--- config.mk ---
export PLATFORM = sky130hd
export DESIGN_NAME = keypad_code_lock_with_lockout_core
export DESIGN_NICKNAME = d
export VERILOG_FILES = /design/src/sv/kcl_pkg.sv /design/src/sv/kcl_step.sv /design/src/sv/keypad_code_lock_with_lockout_core.sv
export SDC_FILE = /design/constraint.sdc
export NUM_CORES = 1
export LEC_CHECK = 0
export BUFFER_PORTS_ARGS = -buffer_cell sky130_fd_sc_hd__buf_2
export CAP_MARGIN = 10
export CORE_ASPECT_RATIO = 1.4
export CORE_MARGIN = 2
export CORE_UTILIZATION = 50
export DETAILED_ROUTE_END_ITERATION = 7
export GPL_ROUTABILITY_DRIVEN = 0
export GPL_TIMING_DRIVEN = 1
export PLACE_DENSITY_LB_ADDON = 0.25
export SYNTH_ARGS = -nofsm -noshare
export SYNTH_HDL_FRONTEND = slang
export SYNTH_SLANG_ARGS = --single-unit
--- constraint.sdc ---
create_clock -name clock -period 5.35 [get_ports clock]
set_input_delay 0.535 -clock clock [delete_from_list [all_inputs] [get_ports clock]]
set_output_delay 0.535 -clock clock [all_outputs]
set_load 0.02 [all_outputs]
--- src/sv/kcl_pkg.sv ---
// Shared types and constants for the keypad code lock.
// Holds the item structs, mode and event codes, and register indexes.
// No dependencies.
package kcl_pkg;

   localparam int CODE_LEN = 4;
   localparam int KEY_W    = 8;
   localparam int CNT_W    = 3;
   localparam int ATT_W    = 4;
   localparam int TICK_W   = 16;
   localparam int IDX_W    = (CODE_LEN > 1) ? $clog2(CODE_LEN) : 1;

   localparam int CSR_IDX_W  = 2;
   localparam int CSR_DATA_W = 16;

   localparam logic [CSR_IDX_W-1:0] REG_MAX_ATTEMPTS = 2'd0;
   localparam logic [CSR_IDX_W-1:0] REG_BLOCK_TICKS  = 2'd1;
   localparam logic [CSR_IDX_W-1:0] REG_WARN_TICKS   = 2'd2;
   localparam logic [CSR_IDX_W-1:0] REG_LOCK_KEY     = 2'd3;

   localparam logic [ATT_W-1:0]  MAX_ATTEMPTS_RST = 4'd5;
   localparam logic [TICK_W-1:0] BLOCK_TICKS_RST  = 16'd6;
   localparam logic [TICK_W-1:0] WARN_TICKS_RST   = 16'd2;
   localparam logic [KEY_W-1:0]  LOCK_KEY_RST     = 8'd42;

   localparam logic CMD_KEY  = 1'b0;
   localparam logic CMD_TICK = 1'b1;

   typedef enum logic [1:0] {
      MODE_SET   = 2'd0,
      MODE_LOGIN = 2'd1,
      MODE_OPEN  = 2'd2,
      MODE_HOLD  = 2'd3
   } mode_type;

   typedef enum logic [2:0] {
      EV_NONE     = 3'd0,
      EV_STORED   = 3'd1,
      EV_ACCEPTED = 3'd2,
      EV_REJECTED = 3'd3,
      EV_LOCKOUT  = 3'd4,
      EV_RELOCKED = 3'd5,
      EV_HOLD_END = 3'd6
   } evt_type;

   typedef struct packed {
      logic             command;
      logic [KEY_W-1:0] key_code;
   } req_type;

   typedef struct packed {
      logic [1:0]        mode;
      logic              door_open;
      logic [CNT_W-1:0]  digits_entered;
      logic [ATT_W-1:0]  attempts_left;
      logic [TICK_W-1:0] hold_left;
      logic [2:0]        event_res;
   } rsp_type;

   typedef struct packed {
      logic [ATT_W-1:0]  max_attempts;
      logic [TICK_W-1:0] block_ticks;
      logic [TICK_W-1:0] warn_ticks;
      logic [KEY_W-1:0]  lock_key;
   } cfg_type;

   // Control state of the lock
   typedef struct packed {
      mode_type          mode;
      logic [CNT_W-1:0]  digit_count;
      logic [ATT_W-1:0]  attempt_count;
      logic [TICK_W-1:0] hold_count;
      logic              hold_is_lockout;
      logic              door_state;
   } ctl_type;

   // Code store write requests
   typedef struct packed {
      logic             store_we;
      logic             entry_we;
      logic [IDX_W-1:0] idx;
   } wr_type;

   typedef logic [CODE_LEN-1:0][KEY_W-1:0] code_type;

endpackage

--- src/sv/kcl_step.sv ---
// Next-state and result logic of the keypad code lock for one item.
// Purely combinational; uses kcl_pkg types.
module kcl_step (
   input  kcl_pkg::ctl_type  ctl_cur,
   input  kcl_pkg::code_type stored_code,
   input  kcl_pkg::code_type entered_code,
   input  kcl_pkg::cfg_type  cfg,
   input  kcl_pkg::req_type  item,
   output kcl_pkg::ctl_type  ctl_nxt,
   output kcl_pkg::wr_type   wr,
   output kcl_pkg::rsp_type  rsp
);

   logic              is_key;
   logic              is_tick;
   logic              last_digit;
   logic              code_match;
   logic              relock;
   logic              hold_done;
   logic              att_low;
   kcl_pkg::mode_type mode_nxt;
   kcl_pkg::evt_type  evt;
   logic [kcl_pkg::KEY_W-1:0] probe;

   assign is_key     = (item.command == kcl_pkg::CMD_KEY);
   assign is_tick    = (item.command == kcl_pkg::CMD_TICK);
   assign last_digit = (ctl_cur.digit_count == kcl_pkg::CNT_W'(kcl_pkg::CODE_LEN - 1));
   assign relock     = (item.key_code == cfg.lock_key);
   assign hold_done  = (ctl_cur.hold_count <= kcl_pkg::TICK_W'(1));
   assign att_low    = (ctl_cur.attempt_count <= kcl_pkg::ATT_W'(1));

   // Final key completes the entry, so it is compared straight from the item
   always_comb begin
      code_match = 1'b1;
      probe      = '0;
      for (int i = 0; i < kcl_pkg::CODE_LEN; i++) begin
         probe = (i == kcl_pkg::CODE_LEN - 1) ? item.key_code : entered_code[i];
         if (probe != stored_code[i]) begin
            code_match = 1'b0;
         end
      end
   end

   // Next mode
   always_comb begin
      mode_nxt = ctl_cur.mode;
      case (ctl_cur.mode)
         kcl_pkg::MODE_SET: begin
            if (is_key && last_digit) begin
               mode_nxt = kcl_pkg::MODE_LOGIN;
            end
         end
         kcl_pkg::MODE_LOGIN: begin
            if (is_key && last_digit) begin
               mode_nxt = code_match ? kcl_pkg::MODE_OPEN : kcl_pkg::MODE_HOLD;
            end
         end
         kcl_pkg::MODE_OPEN: begin
            if (is_key && relock) begin
               mode_nxt = kcl_pkg::MODE_LOGIN;
            end
         end
         kcl_pkg::MODE_HOLD: begin
            if (is_tick && hold_done) begin
               mode_nxt = kcl_pkg::MODE_LOGIN;
            end
         end
         default: mode_nxt = ctl_cur.mode;
      endcase
   end

   // Counters, door, store writes and event
   always_comb begin
      ctl_nxt  = ctl_cur;
      evt      = kcl_pkg::EV_NONE;
      wr.store_we = 1'b0;
      wr.entry_we = 1'b0;
      wr.idx      = ctl_cur.digit_count[kcl_pkg::IDX_W-1:0];
      case (ctl_cur.mode)
         kcl_pkg::MODE_SET: begin
            if (is_key) begin
               wr.store_we = 1'b1;
               if (last_digit) begin
                  ctl_nxt.digit_count = '0;
                  evt = kcl_pkg::EV_STORED;
               end else begin
                  ctl_nxt.digit_count = ctl_cur.digit_count + kcl_pkg::CNT_W'(1);
               end
            end
         end
         kcl_pkg::MODE_LOGIN: begin
            if (is_key) begin
               wr.entry_we = 1'b1;
               if (last_digit) begin
                  ctl_nxt.digit_count = '0;
                  if (code_match) begin
                     ctl_nxt.door_state = 1'b1;
                     evt = kcl_pkg::EV_ACCEPTED;
                  end else if (att_low) begin
                     ctl_nxt.attempt_count   = '0;
                     ctl_nxt.hold_count      = cfg.block_ticks;
                     ctl_nxt.hold_is_lockout = 1'b1;
                     evt = kcl_pkg::EV_LOCKOUT;
                  end else begin
                     ctl_nxt.attempt_count   = ctl_cur.attempt_count - kcl_pkg::ATT_W'(1);
                     ctl_nxt.hold_count      = cfg.warn_ticks;
                     ctl_nxt.hold_is_lockout = 1'b0;
                     evt = kcl_pkg::EV_REJECTED;
                  end
               end else begin
                  ctl_nxt.digit_count = ctl_cur.digit_count + kcl_pkg::CNT_W'(1);
               end
            end
         end
         kcl_pkg::MODE_OPEN: begin
            if (is_key && relock) begin
               ctl_nxt.door_state  = 1'b0;
               ctl_nxt.digit_count = '0;
               evt = kcl_pkg::EV_RELOCKED;
            end
         end
         kcl_pkg::MODE_HOLD: begin
            if (is_tick) begin
               if (hold_done) begin
                  ctl_nxt.hold_count = '0;
                  if (ctl_cur.hold_is_lockout) begin
                     ctl_nxt.attempt_count = cfg.max_attempts;
                  end
                  ctl_nxt.hold_is_lockout = 1'b0;
                  ctl_nxt.digit_count     = '0;
                  evt = kcl_pkg::EV_HOLD_END;
               end else begin
                  ctl_nxt.hold_count = ctl_cur.hold_count - kcl_pkg::TICK_W'(1);
               end
            end
         end
         default: evt = kcl_pkg::EV_NONE;
      endcase
      ctl_nxt.mode = mode_nxt;
   end

   assign rsp.mode           = mode_nxt;
   assign rsp.door_open      = ctl_nxt.door_state;
   assign rsp.digits_entered = ctl_nxt.digit_count;
   assign rsp.attempts_left  = ctl_nxt.attempt_count;
   assign rsp.hold_left      = (mode_nxt == kcl_pkg::MODE_HOLD) ? ctl_nxt.hold_count : '0;
   assign rsp.event_res      = evt;

endmodule

--- src/sv/keypad_code_lock_with_lockout_core.sv ---
// Keypad code lock with wrong-entry hold and lockout, top level.
// rsp_valid rises once an accepted req has passed the input register, then the
// result register. Throughput: one item per cycle while rsp_ready is high;
// the result register is refilled as it drains, and a stall holds the input.
// Reset: synchronous, active high; mode to code setting, door closed, attempts 5,
// registers to 5/6/2/42. Stored and entered codes are written before being read.
module keypad_code_lock_with_lockout_core (
   input  logic                              clock,
   input  logic                              reset,
   // item input
   input  logic                              req_valid,
   output logic                              req_ready,
   input  kcl_pkg::req_type                  req_item,
   // result output
   output logic                              rsp_valid,
   input  logic                              rsp_ready,
   output kcl_pkg::rsp_type                  rsp_item,
   // register writes
   input  logic                              csr_we,
   input  logic [kcl_pkg::CSR_IDX_W-1:0]     csr_index,
   input  logic [kcl_pkg::CSR_DATA_W-1:0]    csr_wdata
);

   // Input stage
   logic             in_valid_ff;
   kcl_pkg::req_type in_item_ff;
   // Result stage
   logic             out_valid_ff;
   kcl_pkg::rsp_type out_item_ff;
   // Lock state
   kcl_pkg::ctl_type  ctl_ff;
   kcl_pkg::code_type stored_ff;
   kcl_pkg::code_type entered_ff;
   kcl_pkg::cfg_type  cfg_ff;

   kcl_pkg::ctl_type ctl_in;
   kcl_pkg::wr_type  wr;
   kcl_pkg::rsp_type rsp_in;
   logic             advance;

   // The item in the input register is processed as soon as the result
   // register is empty or draining this cycle; state updates only then.
   assign advance   = in_valid_ff && (!out_valid_ff || rsp_ready);
   assign req_ready = !in_valid_ff || advance;

   assign rsp_valid = out_valid_ff;
   assign rsp_item  = out_item_ff;

   kcl_step u_step (
      .ctl_cur      (ctl_ff),
      .stored_code  (stored_ff),
      .entered_code (entered_ff),
      .cfg          (cfg_ff),
      .item         (in_item_ff),
      .ctl_nxt      (ctl_in),
      .wr           (wr),
      .rsp          (rsp_in)
   );

   // Handshake control
   always_ff @(posedge clock) begin
      if (reset) begin
         in_valid_ff  <= 1'b0;
         out_valid_ff <= 1'b0;
      end else begin
         if (req_ready) begin
            in_valid_ff <= req_valid;
         end
         if (advance) begin
            out_valid_ff <= 1'b1;
         end else if (rsp_ready) begin
            out_valid_ff <= 1'b0;
         end
      end
   end

   // Payload registers, no reset needed
   always_ff @(posedge clock) begin
      if (req_ready && req_valid) begin
         in_item_ff <= req_item;
      end
      if (advance) begin
         out_item_ff <= rsp_in;
      end
   end

   // Lock control state
   always_ff @(posedge clock) begin
      if (reset) begin
         ctl_ff.mode            <= kcl_pkg::MODE_SET;
         ctl_ff.digit_count     <= '0;
         ctl_ff.attempt_count   <= kcl_pkg::MAX_ATTEMPTS_RST;
         ctl_ff.hold_count      <= '0;
         ctl_ff.hold_is_lockout <= 1'b0;
         ctl_ff.door_state      <= 1'b0;
      end else if (advance) begin
         ctl_ff <= ctl_in;
      end
   end

   // Code stores: at most one key written per item, at the current digit position
   always_ff @(posedge clock) begin
      if (advance && wr.store_we) begin
         stored_ff[wr.idx] <= in_item_ff.key_code;
      end
      if (advance && wr.entry_we) begin
         entered_ff[wr.idx] <= in_item_ff.key_code;
      end
   end

   // Configuration registers
   always_ff @(posedge clock) begin
      if (reset) begin
         cfg_ff.max_attempts <= kcl_pkg::MAX_ATTEMPTS_RST;
         cfg_ff.block_ticks  <= kcl_pkg::BLOCK_TICKS_RST;
         cfg_ff.warn_ticks   <= kcl_pkg::WARN_TICKS_RST;
         cfg_ff.lock_key     <= kcl_pkg::LOCK_KEY_RST;
      end else if (csr_we) begin
         case (csr_index)
            kcl_pkg::REG_MAX_ATTEMPTS: cfg_ff.max_attempts <= csr_wdata[kcl_pkg::ATT_W-1:0];
            kcl_pkg::REG_BLOCK_TICKS:  cfg_ff.block_ticks  <= csr_wdata[kcl_pkg::TICK_W-1:0];
            kcl_pkg::REG_WARN_TICKS:   cfg_ff.warn_ticks   <= csr_wdata[kcl_pkg::TICK_W-1:0];
            kcl_pkg::REG_LOCK_KEY:     cfg_ff.lock_key     <= csr_wdata[kcl_pkg::KEY_W-1:0];
            default: ;
         endcase
      end
   end

endmodule

; ---- After elaboration in Yosys (flattened, before gate mapping)
; Index checks and enable logic that the tools add are counted.
[word_totals]
regBits = 175
in_bits = 32
output_inout_bits = 31
[classes]
n_addsub = 3
order_cmp = 4
n_eq_ne = 18
muxes = 46
bitwise_logic = 1
n_reduce_logical = 21
[op_table]
columns = op, count
row1 = bitwise mux 32 bit, 2
row2 = two-way mux 21 bit, 2
row3 = one-hot mux 21 bit (2 select lines), 1
row4 = two-way mux 3 bit, 11
row5 = != test 8 bit, 4
row6 = two-way mux 25 bit, 1
row7 = two-way mux 24 bit, 1
row8 = one-hot mux 3 bit (4 select lines), 2
row9 = two-way mux 22 bit, 1
row10 = demux 8 bit (select 2 bit), 1
row11 = <= comparator 16 x 1 -> 1 bit (second input constant), 1
row12 = two-way mux 16 bit, 1
row13 = subtractor 16 x 1 -> 16 bit (second input constant), 1
row14 = two-way mux 1 bit, 14
row15 = == test 2 bit (second input constant), 5
row16 = == test 8 bit, 1
row17 = logical AND 1 bit, 8
row18 = two-way mux 2 bit, 4
row19 = two-way mux 8 bit, 1
row20 = one-hot mux 2 bit (4 select lines), 1
row21 = AND reduction 2 bit, 4
row22 = two-way mux 7 bit, 1
row23 = AND reduction 7 bit, 1
row24 = != test 2 bit (second input constant), 3
row25 = 15 further kinds, 21

; ---- Logic depth before layout (Yosys ltp)
; Gate-level depths: netlist of the first run.
[logic_depth]
ltp_word = 9
mapped_depth = 9
mapped_depth_nobuf = 8

; ---- Modules after synthesis
; A second synthesis of the first run with hierarchy kept.
[unflattened]
hier_cells = 803
hier_area_um2 = 8151.6
[by_module_without_submodules]
columns = module, instances, cells_each, area_each_um2, seq_area_each_um2
row1 = keypad_code_lock_with_lockout_core, 1, 439, 5815.6, 4524.3
row2 = kcl_step, 1, 364, 2336.0, 0.0

; ---- Worst setup path before layout of the first run
; No wires, ideal clock.
[synth_path]
path_type = input to register
startpoint = input port rsp_ready
endpoint = register out_item_ff (netlist bit rsp_item[0]), enable pin
setup_time_ps = 405
arrival_time_ps = 1951
slack_ps = 2994
cell_stages = 4
path_buffers = 1
path_cell_list = nor2b_1 > nand2b_1 > inv_2 > buf_1
[synth_between]
elab_chain_len = 2
[synth_rtl]
columns = element, line_no
row1 = "start, declared", keypad_code_lock_with_lockout_core.sv:16  ; input logic rsp_ready,
row2 = logical OR 1 bit, keypad_code_lock_with_lockout_core.sv:43  ; assign advance = in_valid_ff && (!out_valid_ff || rsp_ready);
row3 = logical AND 1 bit, keypad_code_lock_with_lockout_core.sv:43
row4 = named net advance, keypad_code_lock_with_lockout_core.sv:39  ; logic advance;
row5 = "end signal, assigned", keypad_code_lock_with_lockout_core.sv:83  ; out_item_ff <= rsp_in;
row6 = "end, declared", keypad_code_lock_with_lockout_core.sv:29  ; kcl_pkg::rsp_type out_item_ff;
; The timed path passes the listed nets, and every way through them passes these cells.
; A chain may end at the register's enable or synchronous reset.

; ---- Worst setup path in the final report of the first run
[layout_path]
startpoint = register in_item_ff[0] (netlist name)
endpoint = register out_item_ff (netlist bit rsp_item[12]) (data pin)
[layout_between]
elab_chain_len = 6
[layout_rtl]
columns = element, line_no
row1 = "start, declared", keypad_code_lock_with_lockout_core.sv:26  ; kcl_pkg::req_type in_item_ff;
row2 = "start signal, assigned", keypad_code_lock_with_lockout_core.sv:80  ; in_item_ff <= req_item;
row3 = != test 8 bit, kcl_step.sv:38  ; if (probe != stored_code[i]) begin
row4 = two-way mux 1 bit, kcl_step.sv:38
row5 = two-way mux 1 bit / two-way mux 21 bit (equally long branches), "kcl_step.sv:55, kcl_step.sv:96"
row6 = two-way mux 2 bit / two-way mux 22 bit (equally long branches), "kcl_step.sv:54, kcl_step.sv:94"
row7 = one-hot mux 2 bit (4 select lines) / two-way mux 25 bit (equally long branches), "kcl_step.sv:47, kcl_step.sv:92"
row8 = == test 2 bit / one-hot mux 21 bit (2 select lines) (equally long branches), "kcl_step.sv:146, kcl_step.sv:79"
; Several ways; a longest one is shown, not always the timed one. The select of a mux whose other input is x is not followed.

==> summary.txt, run 1 <==
Timing
  • Minimum clock period: 3.18 ns
  • Slew Viols, Final: 0
  • Worst-Margin Slew: 1.16 ns
  • Max Freq: 315 MHz
  • Unrepaired setup endpoints after global routing: no
  • Final Setup Violations: 0
  • Setup ws final: 2.17 ns
  • WHS: 0.266 ns
  • Clk_skew: 0.0101 ns
  • Final Cycle Share: 59.4%
  • Final hold vios: 0
  • Slew headroom: 22.5%
  • Fin Setup TNS: 0 ns

Drt
  • Via count: 5932
  • Final WL: 19.3 mm
  • Avg WL per Cell: 19.6 um
  • Vias/cell: 6.03
  • Iteration-0 DRC Markers: 364
  • Post-route DRC: 0
  • Antenna viol nets, final: 0
  • DRT Pass-1 Iters: 5

Yosys
  • Ys async rst share: 0%
  • Syn Nets: 777
  • Primary FF master, synth: edfxtp_1
  • Share of the synthesized area in the top cell type: 36.3%
  • Ys Warns: 0
  • Post-Syn Instances: 732
  • Seq/Total Area, Yosys: 55.1%
  • Post-synth EDFFs: 94
  • Count leader, synth: nand2_1
  • Synth cell count leaders: 116 x nand2_1, 94 x edfxtp_1, 73 x dfxtp_1, 63 x a21oi_1, 43 x nor2_1
  • Largest cells by area after synthesis: edfxtp_1 36%, dfxtp_1 19%, nand2_1 5.6%, a21oi_1 4.1%, xor2_1 3.9%
  • #FFs+latches synth: 167
  • Synth unique cells: 76
  • Leading area contributor after synthesis: edfxtp_1
  • Syn Area/Cell: 10.6 um2
  • Area of the mapped netlist: 7780 um2

Worst setup path
  • Critical path class: register to register
  • Crit path DAT: 3.33 ns
  • Critical path buffer and inverter count: 1
  • CP Max Fanout: 17
  • Slowest cell on the critical path: o21ai_2
  • Cell Chain, Critical Path: xor2_1, nor4_1, nand4_1, o21ai_2, buf_4, o32a_1, a31oi_1
  • CP delay by family, top: compound AO/OA/AOI/OAI gates
  • CP required: 5.50 ns
  • Slowest cell delay on critical path: 0.70 ns
  • Critical path capture point type: register
  • Worst setup SP type: register

Global routing
  • GR Util All Layers: 24.8%
  • First-pass GRT wire length: 31.1 mm
  • Antenna violations before repair: 0
  • Largest net degree at the start of global routing: 79
  • Remaining global-route overflow: 0
  • Vias in the first global route: 5947

Run status
  • Status: completed

Finish
  • Ant diodes: 0
  • Final Util: 58.0%
  • Filler cell count: 1293
  • # nets final: 824
  • Area delta synth->final: 12.7%
  • Fraction of layout cells with a size suffix above 1: 16.7%
  • Final non-filler cell total: 984

Floorplan
  • Starting Density: 51.4%
  • Ports: 63
  • Die area: 16600 um2
  • Die width: 109 um
  • Core area: 15100 um2
  • FP Rows: 53
  • Die height: 152 um

CTS
  • Clock Sinks: 167
  • Clock buffer count from CTS: 17
  • Root Driver: clkbuf_16
  • Reg clk slew, reported paths: 0.07 ns
  • CTS H-tree depth: 4
  • Clk buf depth: 2
  • Postcts setup bufs: 0
  • Post-CTS resize count: 0
  • CTS Hold Buffers Added: 0
  • TritonCTS clock tree: done
  • Latest clock arrival within the worst-skew pair: 0.44 ns

Job
  • Max-Cap Viols: 0

Power and ir drop
  • Power per cell area: 316 nW/um2
  • Leak pwr: 3.00 nW
  • Worst VDD drop: 0.000172 V

Placement
  • Port Buf Inserts: 62
  • Setup Slack @ Placement: 2.23 ns
  • HPWL after detailed placement: 13.4 mm
  • Placed Cells: 952

Worst hold path
  • HP Class: input port to register
-- final timing paths --
kind | startpoint | to | slack [ns] | cells after the start
min reg2reg | cfg_ff[33] | cfg_ff[33] | 0.46 | 2
max | in_item_ff[0] | rsp_item[12] | 2.17 | 7
max reg2reg | in_item_ff[0] | rsp_item[12] | 2.17 | 7
min | req_item[5] | in_item_ff[5] | 0.27 | 1
-- cell type report --
class / count / area [um2] / area share, %
Sequential cell: 167 / 4280 / 48.9
Inverter: 18 / 67.6 / 0.770
Tap cell: 192 / 240 / 2.74
Multi-Input combinational cell: 508 / 3250 / 37.0
Clock buffer: 17 / 425 / 4.85
Clock inverter: 15 / 159 / 1.81
Timing Repair Buffer: 67 / 348 / 3.97
-- worst reg2reg max path, stage by stage, from the launching register on --
cell,delay [ns]
edfxtp_1,0.54
xor2_1,0.20
nor4_1,0.43
nand4_1,0.38
o21ai_2,0.70
buf_4,0.35
o32a_1,0.19
a31oi_1,0.09
-- state kept, by name, summed over array words and instances (netlist names) --
register,flops
rsp_valid,1
rsp_item,29
in_valid_ff,1
cfg_ff,44
ctl_ff,27
in_item_ff,9
entered_ff,24
stored_ff,32
-- cells in the final DEF, fill, tap and decap left out, types with 6 or more instances in the layout --
cell type  count
and2_1         9
ha_1          13
nand4_1       10
clkbuf_16     17
o21ai_0       10
buf_2         62
o211ai_1       6
a21oi_2       10
nand3b_1       8
nor2_1        43
a31oi_1       21
dfxtp_1       73
nor2b_1        6
xor2_1        35
edfxtp_1      94
xnor2_1        8
nand2_1      116
mux2i_1       14
or3_1          6
o21a_1         6
a311oi_1       7
nor3_1        11
a21oi_1       63
inv_1         16
nor4_1         8
nand3_1       12
-- kinds of logic after synthesis --
logic type	after synthesis	synth area share, %
adder cells (fa/ha/maj)	13	2.09
AO/OA/AOI/OAI	177	16.2
flip-flops	167	55.1
multiplexers	16	2.09
AND/OR/NAND/NOR	259	16.5
XOR/XNOR	43	4.84
buffers and inverters	57	3.20
-- per-layer routing --
layer	up-vias	global-route usage [%]	share of wire (%)
met2	205	43.4	53
li1	2776	-	-
met5	-	0	0
met3	62	4.53	5.0
met1	2889	28.3	37
met4	0	13.7	5.1
-- metrics by stage --
| step | area, um2 | total power, mW |
|---|---|---|
| after global routing | 8770 | 2.85 |
| after floorplan | 7780 | 1.54 |
| after CTS | 8770 | 2.78 |
| final | 8770 | 2.78 |
| after global placement | 8190 | 1.60 |
| after detailed placement | 8190 | 1.60 |
-- power by group --
| part | switching [mW] | internal (mW) |
|---|---|---|
| clock | 0.578 | 0.623 |
| sequential | 0.0321 | 1.39 |
| combinational | 0.101 | 0.0537 |
| total | 0.712 | 2.06 |
Note: power is estimated with default switching activity, not from simulation.
==> run 2: changes to the inputs <==
Settings changed: ABC_AREA set to 1.
Clock period 5.35 ns to 3.2 ns, I/O delays scaled along.
==> summary.txt, run 2 <==
Global routing
  • First-pass GRT wire length: 30.6 mm (-1.5%)
  • Antenna violations before repair: 0 (unchanged)
  • GR Util All Layers: 22.8% (-2.0 points)
  • Vias in the first global route: 6065 (+2.0%)
  • Remaining global-route overflow: 0 (unchanged)
  • Largest net degree at the start of global routing: 55 (-30%)

Yosys
  • Synth unique cells: 35 (-54%)
  • Seq/Total Area, Yosys: 54.0% (-1.1 points)
  • Syn Area/Cell: 8.66 um2 (-18%)
  • Ys Warns: 0 (unchanged)
  • Primary FF master, synth: edfxtp_1
  • Post-synth EDFFs: 94 (unchanged)
  • Largest cells by area after synthesis: edfxtp_1 36%, dfxtp_1 18%, nand2_1 8.4%, nor2_1 5.4%, inv_1 4.8%
  • Synth cell count leaders: 177 x nand2_1, 115 x nor2_1, 102 x inv_1, 94 x edfxtp_1
  • Share of the synthesized area in the top cell type: 35.6% (-0.72 points)
  • Multiplexer share of the synthesized area: 0.757% (-1.3 points)
  • Post-Syn Instances: 916 (+25%)
  • XOR/XNOR share of the synthesized area: 4.08% (-0.76 points)
  • Leading area contributor after synthesis: edfxtp_1
  • Area of the mapped netlist: 7940 um2 (+2.0%)
  • Ys async rst share: 0% (unchanged)
  • Syn Nets: 961 (+24%)
  • #FFs+latches synth: 167 (unchanged)
  • Main combinational cell family by area after synthesis: simple AND/OR/NAND/NOR gates
  • Count leader, synth: nand2_1
  • Synth Area in Adders: 2.05% (-0.041 points)
  • Compound-Gate Fraction of Synth Area: 9.90% (-6.3 points)
  • Simple-gate area share of the yosys netlist: 22.1% (+5.5 points)

CTS
  • Post-CTS resize count: 0 (unchanged)
  • Clock buffer count from CTS: 17 (unchanged)
  • Root Driver: clkbuf_16
  • TritonCTS clock tree: done
  • CTS Hold Buffers Added: 0 (unchanged)
  • CTS H-tree depth: 4 (unchanged)
  • Reg clk slew, reported paths: 0.07 ns (about the same)
  • Clk buf depth: 2 (unchanged)
  • Postcts setup bufs: 0 (unchanged)
  • Clock Sinks: 167 (unchanged)
  • Latest clock arrival within the worst-skew pair: 0.44 ns (about the same)

Worst setup path
  • Critical path buffer and inverter count: 2 (+1)
  • CP Max Fanout: 24 (+7)
  • Critical path class: register to register
  • Cell Chain, Critical Path: ha_1, inv_1, nor2_4, inv_2, nor2_4, nand3_1, o21ai_0, nand2_2, nand2_4, a21oi_1
  • Slowest cell on the critical path: nor2_4
  • Critical path capture point type: register
  • CP most frequent cell: nor2_4
  • CP required: 3.37 ns (-2.13 ns)
  • CP delay by family, top: simple AND/OR/NAND/NOR gates
  • Crit path DAT: 2.74 ns (-0.59 ns)
  • Slowest cell delay on critical path: 0.45 ns (-0.25 ns)
  • Worst setup SP type: register

Drt
  • Iteration-0 DRC Markers: 362 (-0.55%)
  • Vias/cell: 5.28 (-12%)
  • DRT Pass-1 Iters: 5 (unchanged)
  • Antenna viol nets, final: 0 (unchanged)
  • Post-route DRC: 0 (unchanged)
  • Via count: 6263 (+5.6%)
  • Avg WL per Cell: 15.9 um (-19%)
  • Final WL: 18.8 mm (-2.3%)

Finish
  • Filler cell count: 1396 (+8.0%)
  • Ant diodes: 0 (unchanged)
  • Fraction of layout cells with a size suffix above 1: 14.0% (-2.6 points)
  • Multi-input logic area: 3080 um2 (-5.0%)
  • Area delta synth->final: 14.3%
  • Max reg flops: 44 (unchanged)
  • Most flops, register: cfg_ff
  • Commonest non-fill, non-tap cells in the layout: 177 x nand2_1, 115 x nor2_1, 102 x inv_1, 94 x edfxtp_1
  • Final non-filler cell total: 1186 (+21%)
  • Reg area: 4280 um2 (unchanged)
  • Commonest non-fill, non-tap cell in the layout: nand2_1
  • # nets final: 1022 (+24%)

Timing
  • Final Cycle Share: 80.2% (+21 points)
  • Fin Setup TNS: 0 ns (unchanged)
  • Final hold vios: 0 (unchanged)
  • Unrepaired setup endpoints after global routing: no
  • Clk_skew: 0.0133 ns (+0.00318 ns)
  • Slew Viols, Final: 0 (unchanged)
  • Minimum clock period: 2.57 ns (-0.613 ns)
  • Max Freq: 390 MHz (+24%)
  • Worst-Margin Slew: 1.15 ns (-0.0101 ns)
  • WHS: 0.0593 ns (-0.207 ns)
  • Slew headroom: 23.4% (+0.88 points)
  • Final Setup Violations: 0 (unchanged)

Placement
  • Port Buf Inserts: 62 (unchanged)
  • HPWL after detailed placement: 12.9 mm (-3.5%)
  • Placed Cells: 1154 (+21%)

Power and ir drop
  • Sw frac: 28.0% (+2.4 points)
  • Power per cell area: 563 nW/um2 (+78%)
  • Leak pwr: 3.86 nW (+29%)
  • Sw power: 1.43 mW (+100%)
  • Reg power frac: 47.4% (-3.7 points)
  • Clock power frac: 42.5% (-0.8 points)
  • Cell Int Power: 3.67 mW (+78%)
  • Comb pwr share: 10.1% (+4.5 points)
  • Worst VDD drop: 0.000418 V (+140%)

Floorplan
  • Die width: 110 um (+0.96%)
  • Die height: 153 um (+0.98%)
  • Die area: 16900 um2 (+1.9%)
  • FP Rows: 54 (+1.9%)
  • Core area: 15500 um2 (+2.8%)
  • Ports: 63 (unchanged)
  • Starting Density: 51.1% (-0.39 points)

Job
  • Max-Cap Viols: 0 (unchanged)

Run status
  • Status: completed

Worst hold path
  • HP Class: input port to register
==> run 2: cell types whose count changed after synthesis, sizes merged, moves of 19 or more <==
cell   previous run  this run
nor2             44       125
a31oi            23         0
inv              17       109
nand2           116       184
xor2             35        10
o21ai            12        71
xnor2             8        27
nand3            12        75
==> run 2: layout make-up <==
type | instances | area share (%)
Clock buffer | 17 | 4.69
Clock inverter | 15 | 2.39
Inverter | 111 | 4.62
Multi-Input combinational cell | 607 | 34.0
Sequential cell | 167 | 47.3
Tap cell | 196 | 2.70
Timing Repair Buffer | 73 | 4.33
==> run 2: power groups by stage <==
stage / Clock (mW) / Combinational (mW) / Sequential [mW]
final: 2.17 / 0.517 / 2.42
after global routing: 2.28 / 0.578 / 2.43
after CTS: 2.20 / 0.516 / 2.42
after detailed placement: 0 / 0.510 / 2.47
after global placement: 0 / 0.504 / 2.46
after floorplan: 0 / 0.348 / 2.47
==> run 2: metrics by stage <==
stage	power [mW]	setup slack, ns	util [%]	area, um2
final	5.10	0.633	58.3	9070
after global routing	5.29	0.482	58.3	9070
after CTS	5.13	0.688	58.3	9070
after detailed placement	2.98	0.746	54.2	8420
after global placement	2.97	0.695	54.2	8420
after floorplan	2.82	1.10	-	7940
==> run 2: logic make-up (layout without fill, tap and decap cells) <==
logic type      count (synthesis)  after routing
xor+xnor                       37             37
simple gates                  402            402
compound gates                149            149
mux                             6              6
buf+inv                       142            216
fa+ha+maj                      13             13
flops                         167            167
==> run 2: final timing paths <==
path | from | to | slack, ns | depth (start not counted)
worst min register to register | cfg_ff[8] | cfg_ff[8] | 0.47 | 2
worst max-delay path | ctl_ff[22] | rsp_item[14] | 0.63 | 10
worst max register to register | ctl_ff[22] | rsp_item[14] | 0.63 | 10
worst min-delay path | req_item[4] | in_item_ff[4] | 0.06 | 1
==> run 2: layer usage <==
| metal | GRT usage, % | part of all wire (%) | vias up |
|---|---|---|---|
| met5 | 0 | 0 | - |
| met2 | 40.9 | 52 | 156 |
| li1 | - | - | 3140 |
| met4 | 11.7 | 4.7 | 0 |
| met1 | 26.3 | 40 | 2913 |
| met3 | 3.61 | 3.5 | 54 |
==> run 3: changes to the inputs <==
Settings changed: ABC_AREA 1 to 0.
Clock period 3.2 ns to 2.5 ns, I/O delays scaled along.
==> summary.txt, run 3 (synthesis gave the netlist of run 1 again) <==
Finish
  • # nets final: 880 (-14%)
  • Commonest non-fill, non-tap cells in the layout: 116 x nand2_1, 94 x edfxtp_1, 73 x dfxtp_1, 62 x buf_2, 61 x a21oi_1
  • Max reg flops: 44 (unchanged)
  • Commonest non-fill, non-tap cell in the layout: nand2_1
  • Most flops, register: cfg_ff
  • Ant diodes: 0 (unchanged)
  • Area delta synth->final: 20.0%
  • Fraction of layout cells with a size suffix above 1: 22.9% (+8.8 points)

Global routing
  • Remaining global-route overflow: 0 (unchanged)
  • First-pass GRT wire length: 31.7 mm (+3.4%)
  • GR Util All Layers: 25.3% (+2.5 points)
  • Largest net degree at the start of global routing: 56 (+1.8%)
  • Vias in the first global route: 6116 (+0.84%)
  • Antenna violations before repair: 0 (unchanged)

Power and ir drop
  • Leak pwr: 3.30 nW (-15%)
  • Reg power frac: 50.4% (+3.0 points)
  • Comb pwr share: 6.4% (-3.7 points)
  • Cell Int Power: 4.46 mW (+22%)
  • Power per cell area: 643 nW/um2 (+14%)
  • Sw frac: 25.7% (-2.4 points)
  • Power Total: 6.00 mW (+18%)
  • Clock power frac: 43.2% (+0.7 points)
  • Worst VDD drop: 0.000468 V (+12%)
  • Sw power: 1.54 mW (+7.7%)

Drt
  • Avg WL per Cell: 19.4 um (+22%)
  • Iteration-0 DRC Markers: 413 (+14%)
  • Vias/cell: 5.93 (+12%)
  • DRT Pass-1 Iters: 5 (unchanged)
  • Post-route DRC: 0 (unchanged)
  • Via count: 6167 (-1.5%)
  • Final WL: 20.2 mm (+7.1%)
  • Antenna viol nets, final: 0 (unchanged)

Placement
  • Port Buf Inserts: 62 (unchanged)
  • HPWL after detailed placement: 14.4 mm (+11%)

Timing
  • Worst-Margin Slew: 0.860 ns (-0.289 ns)
  • Final hold vios: 0 (unchanged)
  • Max Freq: 418 MHz (+7.2%)
  • Final Cycle Share: 95.7% (+16 points)
  • Clk_skew: 0.0151 ns (+0.00181 ns)
  • Slew headroom: 42.6% (+19 points)
  • Minimum clock period: 2.39 ns (-0.173 ns)
  • Final Setup Violations: 0 (unchanged)
  • Slew Viols, Final: 0 (unchanged)
  • Unrepaired setup endpoints after global routing: no
  • Fin Setup TNS: 0 ns (unchanged)

CTS
  • Reg clk slew, reported paths: 0.08 ns (about the same)
  • CTS H-tree depth: 4 (unchanged)
  • Clk buf depth: 2 (unchanged)
  • Clock Sinks: 167 (unchanged)
  • TritonCTS clock tree: done
  • Clock buffer count from CTS: 17 (unchanged)
  • Latest clock arrival within the worst-skew pair: 0.43 ns (about the same)
  • Root Driver: clkbuf_16

Job
  • Max-Cap Viols: 0 (unchanged)

Worst hold path
  • HP Class: input port to register
  • Hold Path Depth: 1 (unchanged)
  • Hold wc startpoint: req_item[8]

Floorplan
  • FP Rows: 53 (-1.9%)
  • Die area: 16600 um2 (-1.9%)
  • Die height: 152 um (-0.97%)
  • Starting Density: 51.4% (+0.39 points)
  • Die width: 109 um (-0.96%)
  • Ports: 63 (unchanged)
  • Core area: 15100 um2 (-2.7%)

Worst setup path
  • Crit path DAT: 2.57 ns (-0.17 ns)
  • Reg2Reg Depth: 8 (-2)
  • Worst setup SP type: register
  • Worst R2R Start: stored_ff[15]
  • Worst Setup SP: stored_ff[15]
  • CP required: 2.68 ns (-0.69 ns)
  • R2r setup slk: 0.11 ns (-0.53 ns)
  • Critical path class: register to register
  • Critical path capture point type: register
  • CP Max Fanout: 7 (-71%)

Run status
  • Status: completed
[run 3: changes by cell type in the layout (fill, tap and decap cells not counted), sizes merged, moves of 13 or more]
cell   previous run  this run
xor2             10        35
o21ai            71        12
nor2            125        44
inv             116        23
nor4              0        13
buf              73       116
a31oi             0        23
xnor2            27         8
nand2           184       116
nand3            75        12
[run 3: layer usage]
| metal | vias to the layer above | routed length (um) | GRT usage [%] |
|---|---|---|---|
| met1 | 3021 | 7550 | 28.2 |
| met4 | 0 | 1080 | 14.3 |
| met3 | 52 | 773 | 3.81 |
| li1 | 2898 | - | - |
| met2 | 196 | 10800 | 45.4 |
| met5 | - | 0 | 0 |
[run 3: metrics by stage]
step / hold WS (ns) / area (um2) / std cells / utilization [%] / setup slack [ns]
after floorplan: 0.349 / 7780 / 732 / - / 0.200
after global placement: 0.428 / 8540 / 992 / 56.5 / -0.0255
after detailed placement: 0.428 / 8540 / 992 / 56.5 / -0.118
after CTS: 0.00195 / 9210 / 1030 / 60.9 / 0.0205
after global routing: 0.00488 / 9340 / 1040 / 61.8 / 0.00815
final: 0.0194 / 9340 / 1040 / 61.8 / 0.106
[run 3: layout make-up]
cell class,count,area [um2]
multi-input combinational,508,3300
sequential,167,4280
clock buffer,17,425
fill,1199,5780
tap,192,240
clock inverter,15,179
inverter,18,67.6
timing repair buffer,123,836
[run 3: repair_timing]
action	in CTS	in global routing
cloned	0	0
setup buffers	1	8
resized for setup	2	10
endpoints found under the setup margin	24	33
pin swaps	2	4
endpoints found under the hold margin	5	2
hold buffers	5	2
[run 3: path summary, 6_finish.rpt]
| kind | to |
|---|---|
| setup / recovery | rsp_item[20] |
| setup reg to reg | rsp_item[20] |
| hold reg to reg | cfg_ff[12] |
| hold / removal | in_item_ff[8] |
[run 3: power by group through the flow]
stage	registers (mW)	logic [mW]	clock network [mW]
floorplan	3.09	0.206	0
finish	3.03	0.384	2.59
global placement	3.08	0.349	0
global route	3.03	0.419	2.74
detailed placement	3.09	0.357	0
CTS	3.03	0.365	2.62
[run 3: critical path, stage by stage, from the launching register on]
cell and delay (ns):
edfxtp_1 0.39, xor2_1 0.19, nor4_2 0.33, buf_4 0.18, and4_2 0.27, buf_4 0.17, nand2_1 0.10, a22o_1 0.23
o31a_1 0.27
